File: src/hdl/mbsp_pkg.sv
// Shared types, constants and the status length lookup for the MIDI byte stream parser.
`timescale 1ns / 1ps

package mbsp_pkg;

   localparam int SYSEX_SIZE = 8192;
   localparam int SYSEX_CNT_W = $clog2(SYSEX_SIZE + 1);
   localparam logic [SYSEX_CNT_W-1:0] SYSEX_KEEP_LIMIT = SYSEX_CNT_W'(SYSEX_SIZE - 1);

   localparam logic [7:0] REALTIME_MIN = 8'hF8;
   localparam logic [7:0] SYSEX_START  = 8'hF0;
   localparam logic [7:0] SYSEX_STOP   = 8'hF7;
   localparam logic [7:0] CHAN_PAIR_MIN = 8'hC0;
   localparam logic [7:0] CHAN_TRIO_MIN = 8'hE0;

   localparam int REQ_TDATA_W = 8;
   localparam int RSP_TDATA_W = 40;
   localparam int RSP_TUSER_W = 2;

   // The queue depth must be a power of two so the pointers wrap on their own.
   localparam int QUEUE_DEPTH = 4;
   localparam int QUEUE_PTR_W = $clog2(QUEUE_DEPTH);
   localparam int QUEUE_CNT_W = $clog2(QUEUE_DEPTH + 1);

   localparam logic [1:0] SYS_LEN_TABLE [0:15] = '{
      2'd0, 2'd2, 2'd3, 2'd2, 2'd0, 2'd0, 2'd1, 2'd0,
      2'd1, 2'd0, 2'd1, 2'd1, 2'd1, 2'd0, 2'd1, 2'd0
   };

   typedef enum logic [1:0] {
      KIND_SHORT    = 2'd0,
      KIND_REALTIME = 2'd1,
      KIND_SYSEX    = 2'd2
   } kind_type;

   typedef struct packed {
      kind_type   kind;
      logic [7:0] status_byte;
      logic [7:0] data_one;
      logic [7:0] data_two;
      logic [1:0] msg_len;
      logic [7:0] sysex_byte;
      logic       sysex_end;
      logic       last;
   } result_type;

   typedef struct packed {
      logic [1:0]       count;
      result_type [1:0] res;
   } parse_out_type;

   typedef struct packed {
      logic [QUEUE_CNT_W-1:0] fill;
      logic                   room;
   } queue_status_type;

   function automatic logic [1:0] len_of(input logic [7:0] st);
      logic [1:0] len;
      if (!st[7]) begin
         len = 2'd0;
      end else if (st < CHAN_PAIR_MIN) begin
         len = 2'd3;
      end else if (st < CHAN_TRIO_MIN) begin
         len = 2'd2;
      end else if (st < SYSEX_START) begin
         len = 2'd3;
      end else begin
         len = SYS_LEN_TABLE[st[3:0]];
      end
      return len;
   endfunction

endpackage

File: src/hdl/mbsp_parser.sv
// Parser state and the single-pass decode of one byte into up to two results.
`timescale 1ns / 1ps

module mbsp_parser (
   input  logic                   clock,
   input  logic                   reset,
   input  logic                   advance,
   input  logic [7:0]             byte_in,
   output mbsp_pkg::parse_out_type parse_out
);

   logic [7:0]                       running_status_ff, running_status_in;
   logic [1:0]                       expected_len_ff, expected_len_in;
   logic [1:0]                       fill_pos_ff, fill_pos_in;
   logic [7:0]                       msg_store_ff [3];
   logic [7:0]                       msg_store_in [3];
   logic [mbsp_pkg::SYSEX_CNT_W-1:0] sysex_count_ff, sysex_count_in;

   logic                  is_realtime;
   logic                  in_sysex;
   logic                  is_status;
   logic [1:0]            eff_len;
   logic [1:0]            eff_pos;
   logic [2:0]            next_pos;
   logic                  second_valid;
   mbsp_pkg::result_type  second_res;
   mbsp_pkg::result_type  end_res;

   always_comb begin
      running_status_in = running_status_ff;
      expected_len_in   = expected_len_ff;
      fill_pos_in       = fill_pos_ff;
      msg_store_in      = msg_store_ff;
      sysex_count_in    = sysex_count_ff;
      parse_out         = '0;
      second_valid      = 1'b0;
      second_res        = '0;
      end_res           = '0;
      eff_len           = expected_len_ff;
      eff_pos           = fill_pos_ff;
      next_pos          = '0;

      is_realtime = byte_in >= mbsp_pkg::REALTIME_MIN;
      in_sysex    = running_status_ff == mbsp_pkg::SYSEX_START;
      is_status   = byte_in[7];

      end_res.kind        = mbsp_pkg::KIND_SYSEX;
      end_res.status_byte = mbsp_pkg::SYSEX_START;
      end_res.sysex_byte  = mbsp_pkg::SYSEX_STOP;
      end_res.sysex_end   = 1'b1;

      if (is_realtime) begin
         parse_out.count              = 2'd1;
         parse_out.res[0].kind        = mbsp_pkg::KIND_REALTIME;
         parse_out.res[0].status_byte = byte_in;
         parse_out.res[0].msg_len     = 2'd1;
         parse_out.res[0].last        = 1'b1;
      end else if (in_sysex && !is_status) begin
         if (sysex_count_ff < mbsp_pkg::SYSEX_KEEP_LIMIT) begin
            sysex_count_in               = sysex_count_ff + mbsp_pkg::SYSEX_CNT_W'(1);
            parse_out.count              = 2'd1;
            parse_out.res[0].kind        = mbsp_pkg::KIND_SYSEX;
            parse_out.res[0].status_byte = mbsp_pkg::SYSEX_START;
            parse_out.res[0].sysex_byte  = byte_in;
            parse_out.res[0].last        = 1'b1;
         end
      end else begin
         if (in_sysex) begin
            sysex_count_in = sysex_count_ff + mbsp_pkg::SYSEX_CNT_W'(1);
         end
         if (is_status) begin
            eff_len           = mbsp_pkg::len_of(byte_in);
            eff_pos           = 2'd0;
            running_status_in = byte_in;
            expected_len_in   = eff_len;
            fill_pos_in       = 2'd0;
            if (byte_in == mbsp_pkg::SYSEX_START) begin
               sysex_count_in         = mbsp_pkg::SYSEX_CNT_W'(1);
               second_valid           = 1'b1;
               second_res.kind        = mbsp_pkg::KIND_SYSEX;
               second_res.status_byte = mbsp_pkg::SYSEX_START;
               second_res.sysex_byte  = mbsp_pkg::SYSEX_START;
            end
         end
         if (eff_len != 2'd0) begin
            if (eff_pos != 2'd3) begin
               msg_store_in[eff_pos] = byte_in;
            end
            next_pos    = {1'b0, eff_pos} + 3'd1;
            fill_pos_in = next_pos[1:0];
            if (next_pos >= {1'b0, eff_len}) begin
               second_valid           = 1'b1;
               second_res.kind        = mbsp_pkg::KIND_SHORT;
               second_res.status_byte = msg_store_in[0];
               second_res.data_one    = msg_store_in[1];
               second_res.data_two    = msg_store_in[2];
               second_res.msg_len     = eff_len;
               fill_pos_in            = 2'd1;
            end
         end
         if (in_sysex) begin
            parse_out.res[0] = end_res;
            parse_out.res[1] = second_res;
            parse_out.count  = second_valid ? 2'd2 : 2'd1;
         end else begin
            parse_out.res[0] = second_res;
            parse_out.count  = second_valid ? 2'd1 : 2'd0;
         end
         if (parse_out.count == 2'd2) begin
            parse_out.res[1].last = 1'b1;
         end else if (parse_out.count == 2'd1) begin
            parse_out.res[0].last = 1'b1;
         end
      end
   end

   always_ff @(posedge clock) begin
      if (reset) begin
         running_status_ff <= '0;
         expected_len_ff   <= '0;
         fill_pos_ff       <= '0;
         msg_store_ff      <= '{default: '0};
         sysex_count_ff    <= '0;
      end else if (advance) begin
         running_status_ff <= running_status_in;
         expected_len_ff   <= expected_len_in;
         fill_pos_ff       <= fill_pos_in;
         msg_store_ff      <= msg_store_in;
         sysex_count_ff    <= sysex_count_in;
      end
   end

endmodule

File: src/hdl/mbsp_out_queue.sv
// Small result queue that takes up to two results per cycle and hands out one.
`timescale 1ns / 1ps

module mbsp_out_queue (
   input  logic                      clock,
   input  logic                      reset,
   input  logic                      push_en,
   input  mbsp_pkg::parse_out_type   push_data,
   input  logic                      pop,
   output logic                      head_valid,
   output mbsp_pkg::result_type      head,
   output mbsp_pkg::queue_status_type status
);

   mbsp_pkg::result_type              entries_ff [mbsp_pkg::QUEUE_DEPTH];
   logic [mbsp_pkg::QUEUE_PTR_W-1:0]  wr_ptr_ff, wr_ptr_in;
   logic [mbsp_pkg::QUEUE_PTR_W-1:0]  rd_ptr_ff, rd_ptr_in;
   logic [mbsp_pkg::QUEUE_CNT_W-1:0]  fill_ff, fill_in;
   logic [1:0]                        push_count;
   logic [mbsp_pkg::QUEUE_PTR_W-1:0]  wr_ptr_next_slot;

   assign push_count       = push_en ? push_data.count : 2'd0;
   assign wr_ptr_next_slot = wr_ptr_ff + mbsp_pkg::QUEUE_PTR_W'(1);

   always_comb begin
      wr_ptr_in = wr_ptr_ff + mbsp_pkg::QUEUE_PTR_W'(push_count);
      rd_ptr_in = pop ? rd_ptr_ff + mbsp_pkg::QUEUE_PTR_W'(1) : rd_ptr_ff;
      fill_in   = fill_ff + mbsp_pkg::QUEUE_CNT_W'(push_count)
                  - mbsp_pkg::QUEUE_CNT_W'(pop);
   end

   assign head_valid  = fill_ff != '0;
   assign head        = entries_ff[rd_ptr_ff];
   assign status.fill = fill_ff;
   assign status.room = fill_ff <= mbsp_pkg::QUEUE_CNT_W'(mbsp_pkg::QUEUE_DEPTH - 2);

   always_ff @(posedge clock) begin
      if (push_count != 2'd0) begin
         entries_ff[wr_ptr_ff] <= push_data.res[0];
      end
      if (push_count == 2'd2) begin
         entries_ff[wr_ptr_next_slot] <= push_data.res[1];
      end
   end

   always_ff @(posedge clock) begin
      if (reset) begin
         wr_ptr_ff <= '0;
         rd_ptr_ff <= '0;
         fill_ff   <= '0;
      end else begin
         wr_ptr_ff <= wr_ptr_in;
         rd_ptr_ff <= rd_ptr_in;
         fill_ff   <= fill_in;
      end
   end

endmodule

File: src/hdl/midi_byte_stream_parser.sv
// Top level of the MIDI byte stream parser: input register, parser and result queue.
// An accepted word is held in the input register, decoded by the parser and queued for rsp.
// Throughput: one input word per cycle while the queue has room; a byte that closes a system
// exclusive message and starts a new one or carries a one-byte message yields two result words.
// The four-entry result queue sets how far the output side may stall before req_tready drops.
// Reset clears running status, lengths, the message store, the sysex count and the queue.
`timescale 1ns / 1ps

module midi_byte_stream_parser (
   input  logic                             clock,
   input  logic                             reset,
   input  logic                             req_tvalid,
   output logic                             req_tready,
   input  logic [mbsp_pkg::REQ_TDATA_W-1:0] req_tdata,  // [7:0] byte_in
   output logic                             rsp_tvalid,
   input  logic                             rsp_tready,
   // [7:0] status_byte, [15:8] data_one, [23:16] data_two, [25:24] msg_len,
   // [33:26] sysex_byte, [34] sysex_end, [39:35] zero
   output logic [mbsp_pkg::RSP_TDATA_W-1:0] rsp_tdata,
   output logic [mbsp_pkg::RSP_TUSER_W-1:0] rsp_tuser,  // [1:0] kind
   output logic                             rsp_tlast
);

   logic                        in_valid_ff, in_valid_in;
   logic [7:0]                  in_byte_ff, in_byte_in;
   logic                        advance;
   logic                        req_accept;
   logic                        rsp_accept;
   mbsp_pkg::parse_out_type     parse_out;
   mbsp_pkg::result_type        head;
   mbsp_pkg::queue_status_type  q_status;

   assign advance    = in_valid_ff && q_status.room;
   assign req_tready = !in_valid_ff || q_status.room;
   assign req_accept = req_tvalid && req_tready;
   assign rsp_accept = rsp_tvalid && rsp_tready;

   always_comb begin
      in_valid_in = in_valid_ff;
      in_byte_in  = in_byte_ff;
      if (req_accept) begin
         in_valid_in = 1'b1;
         in_byte_in  = req_tdata[7:0];
      end else if (advance) begin
         in_valid_in = 1'b0;
      end
   end

   always_ff @(posedge clock) begin
      if (reset) begin
         in_valid_ff <= 1'b0;
      end else begin
         in_valid_ff <= in_valid_in;
      end
   end

   always_ff @(posedge clock) begin
      in_byte_ff <= in_byte_in;
   end

   mbsp_parser u_parser (
      .clock     (clock),
      .reset     (reset),
      .advance   (advance),
      .byte_in   (in_byte_ff),
      .parse_out (parse_out)
   );

   mbsp_out_queue u_queue (
      .clock      (clock),
      .reset      (reset),
      .push_en    (advance),
      .push_data  (parse_out),
      .pop        (rsp_accept),
      .head_valid (rsp_tvalid),
      .head       (head),
      .status     (q_status)
   );

   assign rsp_tdata = {5'b0, head.sysex_end, head.sysex_byte, head.msg_len,
                       head.data_two, head.data_one, head.status_byte};
   assign rsp_tuser = head.kind;
   assign rsp_tlast = head.last;

   a_queue_bound: assert property (@(posedge clock) disable iff (reset)
      q_status.fill <= mbsp_pkg::QUEUE_CNT_W'(mbsp_pkg::QUEUE_DEPTH))
      else $error("Result queue holds more words than it has entries.");

   a_pair_starts_with_close: assert property (@(posedge clock) disable iff (reset)
      (advance && parse_out.count == 2'd2) |-> parse_out.res[0].sysex_end)
      else $error("Two results from one byte without a sysex close first.");

   a_realtime_shape: assert property (@(posedge clock) disable iff (reset)
      (rsp_tvalid && head.kind == mbsp_pkg::KIND_REALTIME)
         |-> (head.last && head.msg_len == 2'd1))
      else $error("Realtime word is not a single one-byte message.");

   a_stall_only_when_full: assert property (@(posedge clock) disable iff (reset)
      !req_tready |-> (in_valid_ff && !q_status.room))
      else $error("Input stalled while the queue had room.");

endmodule

File: config.mk
export PLATFORM = sky130hd
export DESIGN_NAME = midi_byte_stream_parser
export DESIGN_NICKNAME = d
export VERILOG_FILES = /design/src/hdl/mbsp_pkg.sv /design/src/hdl/mbsp_parser.sv /design/src/hdl/mbsp_out_queue.sv /design/src/hdl/midi_byte_stream_parser.sv
export SDC_FILE = /design/constraint.sdc
export NUM_CORES = 1
export LEC_CHECK = 0
export ABC_CLOCK_PERIOD_IN_PS = 9750
export CAP_MARGIN = 10
export CORE_UTILIZATION = 65
export DETAILED_ROUTE_END_ITERATION = 16
export DONT_BUFFER_PORTS = 1
export GPL_ROUTABILITY_DRIVEN = 0
export PLACE_DENSITY = 0.86
export RECOVER_POWER = 50
export SLEW_MARGIN = 40
export SYNTH_ARGS = -nofsm -noshare
export SYNTH_HDL_FRONTEND = slang
export SYNTH_SLANG_ARGS = --single-unit
File: constraint.sdc
create_clock -name clock -period 9.75 [get_ports clock]
set_clock_uncertainty 0.1 [all_clocks]
set_input_delay 1.95 -clock clock [delete_from_list [all_inputs] [get_ports clock]]
set_output_delay 1.95 -clock clock [all_outputs]
set_load 0.05 [all_outputs]
==> results.ini <==
[outcome]
status = finished, violations left
violations = capacitance limit, slew limit

[power_and_ir_drop]
p_total_uw = 2590
p_leak_uw = 0.00365
p_per_area_nw_per_um2 = 235
peakVddDrop_mv = 0.217

[synthesis]
synthTopCellsByArea = edfxtp_1 40%, dfxtp_1 16%, mux4_2 8.4%
ys.flop_type = edfxtp_1
syn_area_per_cell_um2 = 11.2
ys_top_cells_by_count = 138 x nor2_1, 136 x edfxtp_1, 130 x nand2_1
synth_edf_count = 136
yosysSeqAreaShare_pct = 56.4
async_flop_share_pct = 0
synth_top_area_cell = edfxtp_1
yosys.cell_types.count = 63
ys_warn_count = 0
synthCells = 914
yosys.area.top_type_share_pct = 40.0
yosys_register_bits = 220
synth.most_common_cell = nor2_1
synth_area_um2 = 10200

[layout]
layoutNonFillerInstCount = 1121
nNetsFinal = 919
drive_above_1_share_pct = 10.9
areaGrowthSynthToFinish_pct = 7.80
antenna_cells = 0
finish.utilization_pct = 72.2
fillers = 1008

[worst_setup_path]
slowest_stage = clkbuf_1
critPathKind = register to output pin
crit_fanout = 38
crit_required_ns = 7.70
crit_family = buffers and inverters
crit_chain = clkbuf_1 > mux4_2
cp-start-kind = register
critical_path_arrival_ns = 3.92
worst_setup_path_end_kind = output pin
critPathBufInv = 1
slowest_delay_ns = 2.12

[timing]
finalCritPeriodShare_pct = 61.2
finalMaxSlewViolations = 42
period_minus_slack_ns = 5.97
fin_setup_tns_ns = 0
rsz0062_at_grt = no
worst_pin_slew_ns = 3.05
finalHoldViolations = 0
max_freq_ghz = 0.168
setup_viol_count_final = 0
slew_headroom_pct = -103
whs_ns = 0.350

[detailed_routing]
vias = 7463
detail-route-antenna-nets = 0
firstDrtPassIters = 6
drt-initial-drc-count = 1072
wl_per_cell_um = 22.0
detail_route.wirelength_um = 24600
drc = 0
drt-vias-per-instance = 6.66

[floorplanning]
fp.dieH_um = 127
coreArea_um2 = 15300
row_count = 45
start_util_pct = 66.9
io_pins = 57
dieArea_um2 = 16200
die_w_um = 127

[cts]
clock_tree.root_cell = clkbuf_16
cts_num_sinks = 220
postCtsSetupBuffers = 0
clk_latency_ns = 0.52
path_clk_slew_ns = 0.06
ctsHoldBuffers = 0
cts_buffers = 23
cts_resized = 0
cts_max_level = 1
cts_tree = built
cts_buffer_depth = 3

[grt]
overflow = 0
grt_pass1_wl_um = 38500
antenna_found_initial = 0
grt_pass1_vias = 7123
grt_max_degree = 48
grt_use_total_pct = 31.0

[placement]
io_buffers = 0
post-place-cells = 1079
dpl.hpwl_um = 15700

[job]
maxCapViolations = 2

[min_path]
min_path_type = register to register

-- cell type report --
class | count | area (um^2) | share of cell area (%)
inverter | 10 | 37.5 | 0.341
tap | 211 | 264 | 2.40
clock buffer | 26 | 587 | 5.33
timing repair buffer | 8 | 52.6 | 0.477
clock inverter | 15 | 226 | 2.06
multi-input combinational | 631 | 4070 | 37.0
sequential | 220 | 5770 | 52.4
-- metrics by stage --
stage / worst slack (ns) / cell area [um^2]
after floorplan: 4.89 / 10200
after global placement: 4.30 / 10300
after detailed placement: 4.14 / 10300
after CTS: 4.05 / 11100
after global routing: 3.38 / 11000
final: 3.78 / 11000
-- state kept, by name, indices dropped and copies added (netlist names), 3 cells and up, named ones only --
| name | flops |
|---|---|
| u_queue.entries_ff | 152 |
| u_parser.msg_store_ff | 24 |
| u_parser.sysex_count_ff | 14 |
| in_byte_ff | 8 |
| u_parser.running_status_ff | 8 |
| u_queue.fill_ff | 3 |
-- layer usage --
layer | routed length [um] | part of all wire (%) | GRT usage (%)
met1 | 9430 | 38 | 42.8
met3 | 2760 | 11 | 6.62
met5 | 0 | 0 | 0
met2 | 11700 | 48 | 49.5
met4 | 742 | 3.0 | 9.80
-- kinds of logic (layout without fill, tap and decap cells) --
group / after synthesis / in the layout / synth area share, %
and+or+nand+nor: 365 / 365 / 16.3
adders and majority gates: 13 / 13 / 1.74
other: 1 / 5 / 0.0367
xor gates and xnor gates: 15 / 15 / 1.29
muxes: 56 / 56 / 10.3
buffers and inverters: 67 / 59 / 3.14
AOI/OAI and AO/OA: 177 / 177 / 10.8
DFF: 220 / 220 / 56.4
-- tightest hold or removal path: stages, from the launching register on --
cell	delay, ns
dfxtp_1	0.31
nand2_1	0.05
a21oi_1	0.05
-- worst paths after layout --
path,startpoint,to,slack (ns),cells past startpoint
setup reg to reg,in_byte_ff[7],u_queue.entries_ff[2][18],4.01,13
hold / removal,u_parser.msg_store_ff[16],u_parser.msg_store_ff[16],0.35,2
setup / recovery,register,rsp_tdata[0],3.78,2
hold reg to reg,u_parser.msg_store_ff[16],u_parser.msg_store_ff[16],0.35,2
-- cell usage in the layout, fill, tap and decap left out, types with 3 or more instances in the layout --
cell and count:
bufinv_16 6, buf_4 6, o21ai_1 8, nor3_1 9, inv_1 9, clkinv_1 4
dfxtp_1 82, and3_1 4, nor2b_1 10, and2_0 3, a31oi_1 6, a211oi_1 21
a31o_2 4, nand2_1 130, conb_1 5, mux4_2 38, a21oi_1 56, xnor2_1 9
nand2b_1 10, xor2_1 6, o21ai_0 52, clkbuf_16 23, o2bb2ai_1 12, nand4_1 8
nor2_1 142, nand3_1 21, or2_2 4, or3_1 3, o31ai_1 3, clkbuf_1 5
ha_1 11, nor4_1 3, clkinv_2 3, edfxtp_1 136, and4_1 3, mux2i_1 17
-- report_power, final --
group	total (uW)	leakage, uW	internal (uW)	switching, uW
Sequential	1070	0.00205	1030	45.1
Clock	951	0.000394	590	361
Combinational	564	0.00121	161	403
Power figures use the tool's default switching activity.
